$ cat src/sv/pcmfc_pkg.sv
// pcmfc_pkg: format codes, config index codes and the shared format type for the pcm sample format converter
// no dependencies
`default_nettype none
package pcmfc_pkg;

  typedef logic [2:0] fmt_t;

  localparam fmt_t FMT_U8  = 3'd0;
  localparam fmt_t FMT_S16 = 3'd1;
  localparam fmt_t FMT_S32 = 3'd2;
  localparam fmt_t FMT_F32 = 3'd3;
  localparam fmt_t FMT_F64 = 3'd4;

  localparam logic CFG_SOURCE = 1'b0;
  localparam logic CFG_TARGET = 1'b1;

  localparam fmt_t FMT_RESET = FMT_S16;

endpackage
`default_nettype wire

$ cat src/sv/pcm_sample_format_converter.sv
// pcm_sample_format_converter: five-format pcm sample conversion, four register stages
// uses pcmfc_pkg for format codes
// throughput: one sample per cycle while out_ready does not stall the output
// stages: input capture, sign/leading-zero count, normalize, round/saturate and select
// a stalled output holds the last stage; earlier stages hold only while full and keep filling bubbles
// rst (synchronous) empties the pipeline and sets both formats to signed 16-bit
`default_nettype none
module pcm_sample_format_converter (
  input  wire         clk,
  input  wire         rst,
  input  wire         in_valid,
  output logic        in_ready,
  input  wire  [63:0] sample_bits,
  input  wire         silent_sample,
  input  wire         end_of_block,
  output logic        out_valid,
  input  wire         out_ready,
  output logic [63:0] converted_bits,
  output logic        block_done,
  input  wire         cfg_write,
  input  wire         cfg_index,
  input  wire  [2:0]  cfg_data
);

  pcmfc_pkg::fmt_t src_fmt, dst_fmt;

  always_ff @(posedge clk) begin
    if (rst) begin
      src_fmt <= pcmfc_pkg::FMT_RESET;
      dst_fmt <= pcmfc_pkg::FMT_RESET;
    end else if (cfg_write) begin
      if (cfg_index == pcmfc_pkg::CFG_SOURCE) src_fmt <= cfg_data;
      else dst_fmt <= cfg_data;
    end
  end

  // round to nearest even of sig >> sh, sh is at least 21
  function automatic logic [32:0] rne_shr(input logic [52:0] sig, input logic [5:0] sh);
    logic [63:0] s64, q, rem, half;
    s64  = {11'd0, sig};
    q    = s64 >> sh;
    rem  = s64 & ~(64'hffff_ffff_ffff_ffff << sh);
    half = 64'd1 << (sh - 6'd1);
    if (rem > half || (rem == half && q[0])) q = q + 64'd1;
    return q[32:0];
  endfunction

  // stage enables
  logic v1, v2, v3, v4;
  logic en1, en2, en3, en4;
  assign en4 = !v4 || out_ready;
  assign en3 = !v3 || en4;
  assign en2 = !v2 || en3;
  assign en1 = !v1 || en2;
  assign in_ready  = en1;
  assign out_valid = v4;

  // stage 1: capture
  logic [63:0] x1;
  logic        sil1, eob1;

  always_ff @(posedge clk) begin
    if (rst) v1 <= 1'b0;
    else if (en1) v1 <= in_valid;
  end
  always_ff @(posedge clk) begin
    if (en1) begin
      x1   <= sample_bits;
      sil1 <= silent_sample;
      eob1 <= end_of_block;
    end
  end

  // stage A: silence, integer word, magnitude and leading zeros
  logic [63:0] xa;
  logic [31:0] wa, maga;
  logic [5:0]  lza;
  logic [4:0]  lzsa;

  always_comb begin
    xa = sil1 ? ((src_fmt == pcmfc_pkg::FMT_U8) ? 64'h80 : 64'h0) : x1;
    case (src_fmt)
      pcmfc_pkg::FMT_U8:  wa = {xa[7:0] ^ 8'h80, 24'h0};
      pcmfc_pkg::FMT_S16: wa = {xa[15:0], 16'h0};
      default:            wa = xa[31:0];
    endcase
    maga = wa[31] ? (~wa + 32'd1) : wa;
    lza = 6'd32;
    for (int i = 0; i < 32; i++) begin
      if (maga[i]) lza = 6'(31 - i);
    end
    lzsa = 5'd23;
    for (int i = 0; i < 23; i++) begin
      if (xa[i]) lzsa = 5'(22 - i);
    end
  end

  logic [63:0] x2;
  logic [31:0] w2, mag2;
  logic [5:0]  lz2;
  logic [4:0]  lzs2;
  logic        eob2;

  always_ff @(posedge clk) begin
    if (rst) v2 <= 1'b0;
    else if (en2) v2 <= v1;
  end
  always_ff @(posedge clk) begin
    if (en2) begin
      x2   <= xa;
      w2   <= wa;
      mag2 <= maga;
      lz2  <= lza;
      lzs2 <= lzsa;
      eob2 <= eob1;
    end
  end

  // stage B: normalize integer, integer to float, single to double
  logic [31:0] norm;
  logic        rnd_b;
  logic [30:0] i2s_mag;
  logic [31:0] i2s_b;
  logic [63:0] i2d_b, s2d_b, db_b;
  logic [7:0]  se;
  logic [22:0] sm;
  logic [4:0]  kk;
  logic [23:0] m24;

  always_comb begin
    norm    = mag2 << lz2;
    i2d_b   = (mag2 == 32'd0) ? 64'd0 :
              {w2[31], 11'(11'd1023 - 11'(lz2)), norm[30:0], 21'd0};
    rnd_b   = norm[7] && ((norm[6:0] != 7'd0) || norm[8]);
    i2s_mag = {8'(8'd127 - 8'(lz2)), norm[30:8]} + 31'(rnd_b);
    i2s_b   = (mag2 == 32'd0) ? 32'd0 : {w2[31], i2s_mag};

    se  = x2[30:23];
    sm  = x2[22:0];
    kk  = lzs2 + 5'd1;
    m24 = {1'b0, sm} << kk;
    if (se == 8'hff) begin
      if (sm == 23'd0) s2d_b = {x2[31], 11'h7ff, 52'd0};
      else s2d_b = {x2[31], 11'h7ff, 1'b1, sm[21:0], 29'd0};
    end else if (se == 8'd0) begin
      if (sm == 23'd0) s2d_b = {x2[31], 63'd0};
      else s2d_b = {x2[31], 11'(11'd897 - 11'(kk)), m24[22:0], 29'd0};
    end else begin
      s2d_b = {x2[31], 11'(se) + 11'd896, sm, 29'd0};
    end
    db_b = (src_fmt == pcmfc_pkg::FMT_F32) ? s2d_b : x2;
  end

  logic [31:0] x3, w3, i2s3;
  logic [63:0] db3, i2d3;
  logic        eob3;

  always_ff @(posedge clk) begin
    if (rst) v3 <= 1'b0;
    else if (en3) v3 <= v2;
  end
  always_ff @(posedge clk) begin
    if (en3) begin
      x3   <= x2[31:0];
      w3   <= w2;
      db3  <= db_b;
      i2s3 <= i2s_b;
      i2d3 <= i2d_b;
      eob3 <= eob2;
    end
  end

  // stage C: double to single, float to integer, final select
  logic        ds;
  logic [10:0] de;
  logic [51:0] dm;
  logic [52:0] sig;
  logic [11:0] tsh;
  logic [5:0]  sh_d, sh_i;
  logic [32:0] qd, qi;
  logic [33:0] nrm;
  logic [31:0] d2s;
  logic [10:0] kq, lo, hi;
  logic signed [33:0] r, t;
  logic [31:0] f2i;
  logic [63:0] res;

  always_comb begin
    ds  = db3[63];
    de  = db3[62:52];
    dm  = db3[51:0];
    sig = {1'b1, dm};

    tsh  = 12'd926 - {1'b0, de};
    if (de >= 11'd897) sh_d = 6'd29;
    else if (tsh > 12'd63) sh_d = 6'd63;
    else sh_d = tsh[5:0];
    qd  = rne_shr(sig, sh_d);
    nrm = {de - 11'd897, 23'd0} + {1'b0, qd};
    if (de == 11'h7ff) begin
      if (dm == 52'd0) d2s = {ds, 31'h7f800000};
      else d2s = {ds, 31'h7fc00000 | {8'd0, dm[51:29]}};
    end else if (de == 11'd0) begin
      d2s = {ds, 31'd0};
    end else if (de > 11'd1150) begin
      d2s = {ds, 31'h7f800000};
    end else if (de >= 11'd897) begin
      d2s = {ds, nrm[30:0]};
    end else begin
      d2s = {ds, qd[30:0]};
    end

    case (dst_fmt)
      pcmfc_pkg::FMT_S16: kq = 11'd15;
      pcmfc_pkg::FMT_S32: kq = 11'd31;
      default:            kq = 11'd7;
    endcase
    lo   = 11'd1021 - kq;
    hi   = 11'd1054 - kq;
    sh_i = 6'(11'd1075 - kq - de);
    qi   = rne_shr(sig, sh_i);
    if (de == 11'h7ff) begin
      if (dm != 52'd0) r = 34'sd0;
      else r = ds ? -34'sh1_0000_0000 : 34'sh1_0000_0000;
    end else if (de == 11'd0 || de < lo) begin
      r = 34'sd0;
    end else if (de >= hi) begin
      r = ds ? -34'sh1_0000_0000 : 34'sh1_0000_0000;
    end else begin
      r = ds ? -$signed({1'b0, qi}) : $signed({1'b0, qi});
    end

    case (dst_fmt)
      pcmfc_pkg::FMT_U8: begin
        t = r + 34'sd128;
        if (t < 34'sd0) f2i = 32'd0;
        else if (t > 34'sd255) f2i = 32'd255;
        else f2i = {24'd0, t[7:0]};
      end
      pcmfc_pkg::FMT_S16: begin
        t = r;
        if (t < -34'sd32768) f2i = 32'h8000;
        else if (t > 34'sd32767) f2i = 32'h7fff;
        else f2i = {16'd0, t[15:0]};
      end
      default: begin
        t = r;
        if (t < -34'sh8000_0000) f2i = 32'h8000_0000;
        else if (t > 34'sh7fff_ffff) f2i = 32'h7fff_ffff;
        else f2i = t[31:0];
      end
    endcase

    if (src_fmt > pcmfc_pkg::FMT_F64 || dst_fmt > pcmfc_pkg::FMT_F64) begin
      res = 64'd0;
    end else if (src_fmt <= pcmfc_pkg::FMT_S32) begin
      case (dst_fmt)
        pcmfc_pkg::FMT_U8:  res = {56'd0, w3[31:24] ^ 8'h80};
        pcmfc_pkg::FMT_S16: res = {48'd0, w3[31:16]};
        pcmfc_pkg::FMT_S32: res = {32'd0, w3};
        pcmfc_pkg::FMT_F32: res = {32'd0, i2s3};
        default:            res = i2d3;
      endcase
    end else begin
      case (dst_fmt)
        pcmfc_pkg::FMT_F32: res = (src_fmt == pcmfc_pkg::FMT_F32) ? {32'd0, x3} : {32'd0, d2s};
        pcmfc_pkg::FMT_F64: res = db3;
        default:            res = {32'd0, f2i};
      endcase
    end
  end

  always_ff @(posedge clk) begin
    if (rst) v4 <= 1'b0;
    else if (en4) v4 <= v3;
  end
  always_ff @(posedge clk) begin
    if (en4) begin
      converted_bits <= res;
      block_done     <= eob3;
    end
  end

endmodule
`default_nettype wire
$ cat config.mk
export PLATFORM = sky130hd
export DESIGN_NAME = pcm_sample_format_converter
export DESIGN_NICKNAME = d
export VERILOG_FILES = /design/src/sv/pcmfc_pkg.sv /design/src/sv/pcm_sample_format_converter.sv
export SDC_FILE = /design/constraint.sdc
export NUM_CORES = 2
export LEC_CHECK = 0
export BUFFER_PORTS_ARGS = -buffer_cell sky130_fd_sc_hd__buf_2
export CORE_MARGIN = 2
export CORE_UTILIZATION = 41
export DETAILED_ROUTE_END_ITERATION = 12
export GPL_TIMING_DRIVEN = 0
export HOLD_SLACK_MARGIN = 0.08
export SYNTH_ARGS = -nofsm -noshare
export SYNTH_HDL_FRONTEND = slang
export SYNTH_SLANG_ARGS = --single-unit
$ cat constraint.sdc
create_clock -name clk -period 14.35 [get_ports clk]
set_input_delay 2.87 -clock clk [delete_from_list [all_inputs] [get_ports clk]]
set_output_delay 2.87 -clock clk [all_outputs]
set_load 0.01 [all_outputs]
==> flow_summary_export.csv <==
group,metric,value,unit
outcome,status,"finished with violations",
outcome,failed_checks,"capacitance limit, slew limit",
sta,report.final.slew_viol_count,67,
routing,vias_per_cell,6.60,
final_layout,layout_commonest_cell,"nand2_1",
final_layout,fin_nets,4829,
floorplanning,core,0.0953,mm^2
logic_synthesis,synthFlopType,"edfxtp_1",
global_routing,grt_use_total,37.3,%
pwr,power.share.combinational,46.5,%
sta,max_slew_margin,-11.4,%
sta,period_share,97.9,%
routing,drt_wl_total,190,mm
global_routing,grt_pass1_vias,36200,
logic_synthesis,synth_area,0.0396,mm^2
sta,hold_viol,0,
logic_synthesis,syn_avg_cell_area,9.01,um^2
worst_setup_path,critPathLaunchType,"flop",
place,routabilityCongestion,1.05,
final_layout,drive_gt1_share,11.6,%
clocking,cts-root-buf,"clkbuf_16",
floorplanning,ios,142,
floorplanning,die_h,315,um
pwr,p_int,3.35,mW
global_routing,grt.overflow.total,0,
routing,drtIter0Drc,5526,
clocking,clk_path_buf_depth,3,
worst_setup_path,timing.critical_path.slowest_stage_cell,"edfxtp_1",
worst_setup_path,worstSetupPathType,"flop to flop",
sta,skew,0.0322,ns
pwr,p_sw,2.55,mW
clocking,cts.sinks,479,
routing,drc,0,
logic_synthesis,synth_seq_area_share,36.1,%
pwr,power_switching_share,43.3,%
routing,drt_pre_antenna_iters,6,
floorplanning,core.rowCount,113,
worst_setup_path,crit_family,"buffers and inverters",
global_routing,grt_max_degree,99,
logic_synthesis,yosys.area_share.simple,20.8,%
sta,rsz0062_at_grt,"false",
place,dp.cells,5821,
place,dp_hpwl,146,mm
sta,fmax,71.2,MHz
floorplanning,dieArea,0.0990,mm^2
logic_synthesis,muxShareOfSynthArea,12.3,%
clocking,cts_buffers,47,
pwr,p_per_area,135,mW/mm^2
logic_synthesis,ys_types,118,
clocking,path_clk_slew,0.06,ns
worst_setup_path,cp.buffers_inverters,14,
logic_synthesis,synth_top_family_by_area,"simple AND/OR/NAND/NOR gates",
pwr,ir_worst_vdd,0.114,mV
logic_synthesis,synthXorXnorAreaFrac,3.73,%
sta,finalSetupViolations,0,
global_routing,antenna_found_initial,14,
global_routing,grt_pass1_wl,266,mm
routing,antenna_left,0,
routing,dr_total_vias,39000,
worst_setup_path,cp_max_fo,11,
logic_synthesis,synth-warning-count,0,
logic_synthesis,synth-compound-area-share,18.0,%
routing,routedWlPerCell,32.1,um
worst_setup_path,cpMostUsedCell,"buf_2",
final_layout,finish.utilization,46.0,%
final_layout,final_cells,5914,
clocking,cts_tree,"done",
worst_hold_path,hold_class,"flop to flop",
worst_setup_path,critPathMaxStageDelay,0.64,ns
final_layout,nFillCells,9462,
job,maxCapViolCount,9,
pwr,power,5.90,mW
pwr,seqPwrFrac,31.8,%
worst_setup_path,cp.arrival,14.35,ns
clocking,cts_htree_levels,2,
logic_synthesis,synth_edf_count,469,
floorplanning,die-width,315,um
final_layout,most-common-layout-cells,"nand2_1, nor2_1, edfxtp_1",
clocking,clock_latency,0.62,ns
sta,tightest_slew,1.67,ns
place,place.port_buffers,140,
pwr,p_leak,16.9,nW
final_layout,syn2layout_area_growth,10.8,%
sta,finalCriticalPeriod,14.04,ns
worst_setup_path,endpoint_kind,"flop",
logic_synthesis,synthAdderAreaFrac,4.73,%
logic_synthesis,netlist_instances,4393,
pwr,p_clk_share,21.6,%
floorplanning,initial_utilization,41.5,%
worst_setup_path,cp_data_required_time,14.66,ns
logic_synthesis,ys_ff_latch,479,
logic_synthesis,async_flop_share,0,%
layout make-up:
| cell class | instances | area [um^2] | area share (%) |
|---|---|---|---|
| Inverter | 87 | 340 | 0.776 |
| Sequential cell | 479 | 14300 | 32.6 |
| Clock buffer | 55 | 1250 | 2.85 |
| Timing Repair Buffer | 151 | 891 | 2.03 |
| Multi-Input combinational cell | 3508 | 23800 | 54.2 |
| Clock inverter | 33 | 320 | 0.730 |
| Buffer | 331 | 1430 | 3.25 |
| Antenna cell | 5 | 12.5 | 0.0285 |
| Tap cell | 1265 | 1580 | 3.61 |
power groups by stage:
stage          Combinational (mW)  Clock [mW]  Sequential [mW]
6_report                     2.75        1.28             1.88
5_1_grt                      2.87        1.34             1.88
4_1_cts                      2.63        1.29             1.87
3_5_place_dp                 2.61           0             1.90
3_3_place_gp                 2.61           0             1.90
2_1_floorplan                1.72           0             1.82
per-layer routing:
metal / up-vias / GRT usage [%] / share of wire (%)
met3: 608 / 7.91 / 10
met5: - / 0 / 0.031
met4: 10 / 19.4 / 6.1
met1: 19000 / 49.9 / 41
li1: 16800 / - / -
met2: 2608 / 56.6 / 43
timing repair:
action,CTS,global route
setup buffers,0,5
setup endpoints to repair,22,17
hold buffers,0,0
gates resized for setup,24,12
cells in the mapped netlist (51+ instances only):
library cell	count	area, um^2
a21oi_1	297	1490
mux4_2	84	1890
and2_1	93	582
nor2b_1	98	613
clkbuf_1	251	942
nand4_1	51	319
xnor2_1	112	981
mux2i_1	209	2090
o21ai_0	233	1170
nor2_1	484	1820
nand2_1	512	1920
edfxtp_1	469	14100
inv_1	83	312
nor4_1	62	388
mux2_2	75	845
ha_1	148	1850
a22oi_1	58	435
xor2_1	53	464
nand3_1	122	611
nor3_1	95	475
flip-flops by register name (all words and copies together), names as in the netlist, 3 cells and up:
register        cells
i2d3               39
w2                 32
lzs2                5
src_fmt             3
db3                64
mag2               31
w3                 32
x3                 32
x1                 64
x2                 64
dst_fmt             3
converted_bits     64
lz2                 6
i2s3               31
per-stage QoR:
stage	TNS (ns)	setup WS, ns	cell area (um^2)	hold WS [ns]
2_1_floorplan	0	3.43	39600	0.400
6_report	0	0.305	43900	0.417
5_1_grt	0	0.0491	43900	0.426
4_1_cts	0	0.149	43800	0.417
3_5_place_dp	-14.35	-1.53	42100	0.405
3_3_place_gp	-16.15	-1.59	41900	0.402
path summary, 6_finish.rpt:
| path | from | to | slack, ns | depth (start not counted) |
|---|---|---|---|---|
| min reg2reg | w2[30] | w3[30] | 0.42 | 0 |
| max reg2reg | db3[52] | converted_bits[0] | 0.31 | 41 |
| min | w2[30] | w3[30] | 0.42 | 0 |
| max | db3[52] | converted_bits[0] | 0.31 | 41 |
logic make-up (layout without fill, tap and decap cells):
family / after synthesis / in the layout
fa+ha+maj: 149 / 149
buf+inv: 423 / 657
mux: 370 / 370
simple gates: 1726 / 1726
other cells: 2 / 24
compound gates: 1077 / 1077
xor+xnor: 167 / 167
flops: 479 / 479
Note: power is estimated with default switching activity, not from simulation.
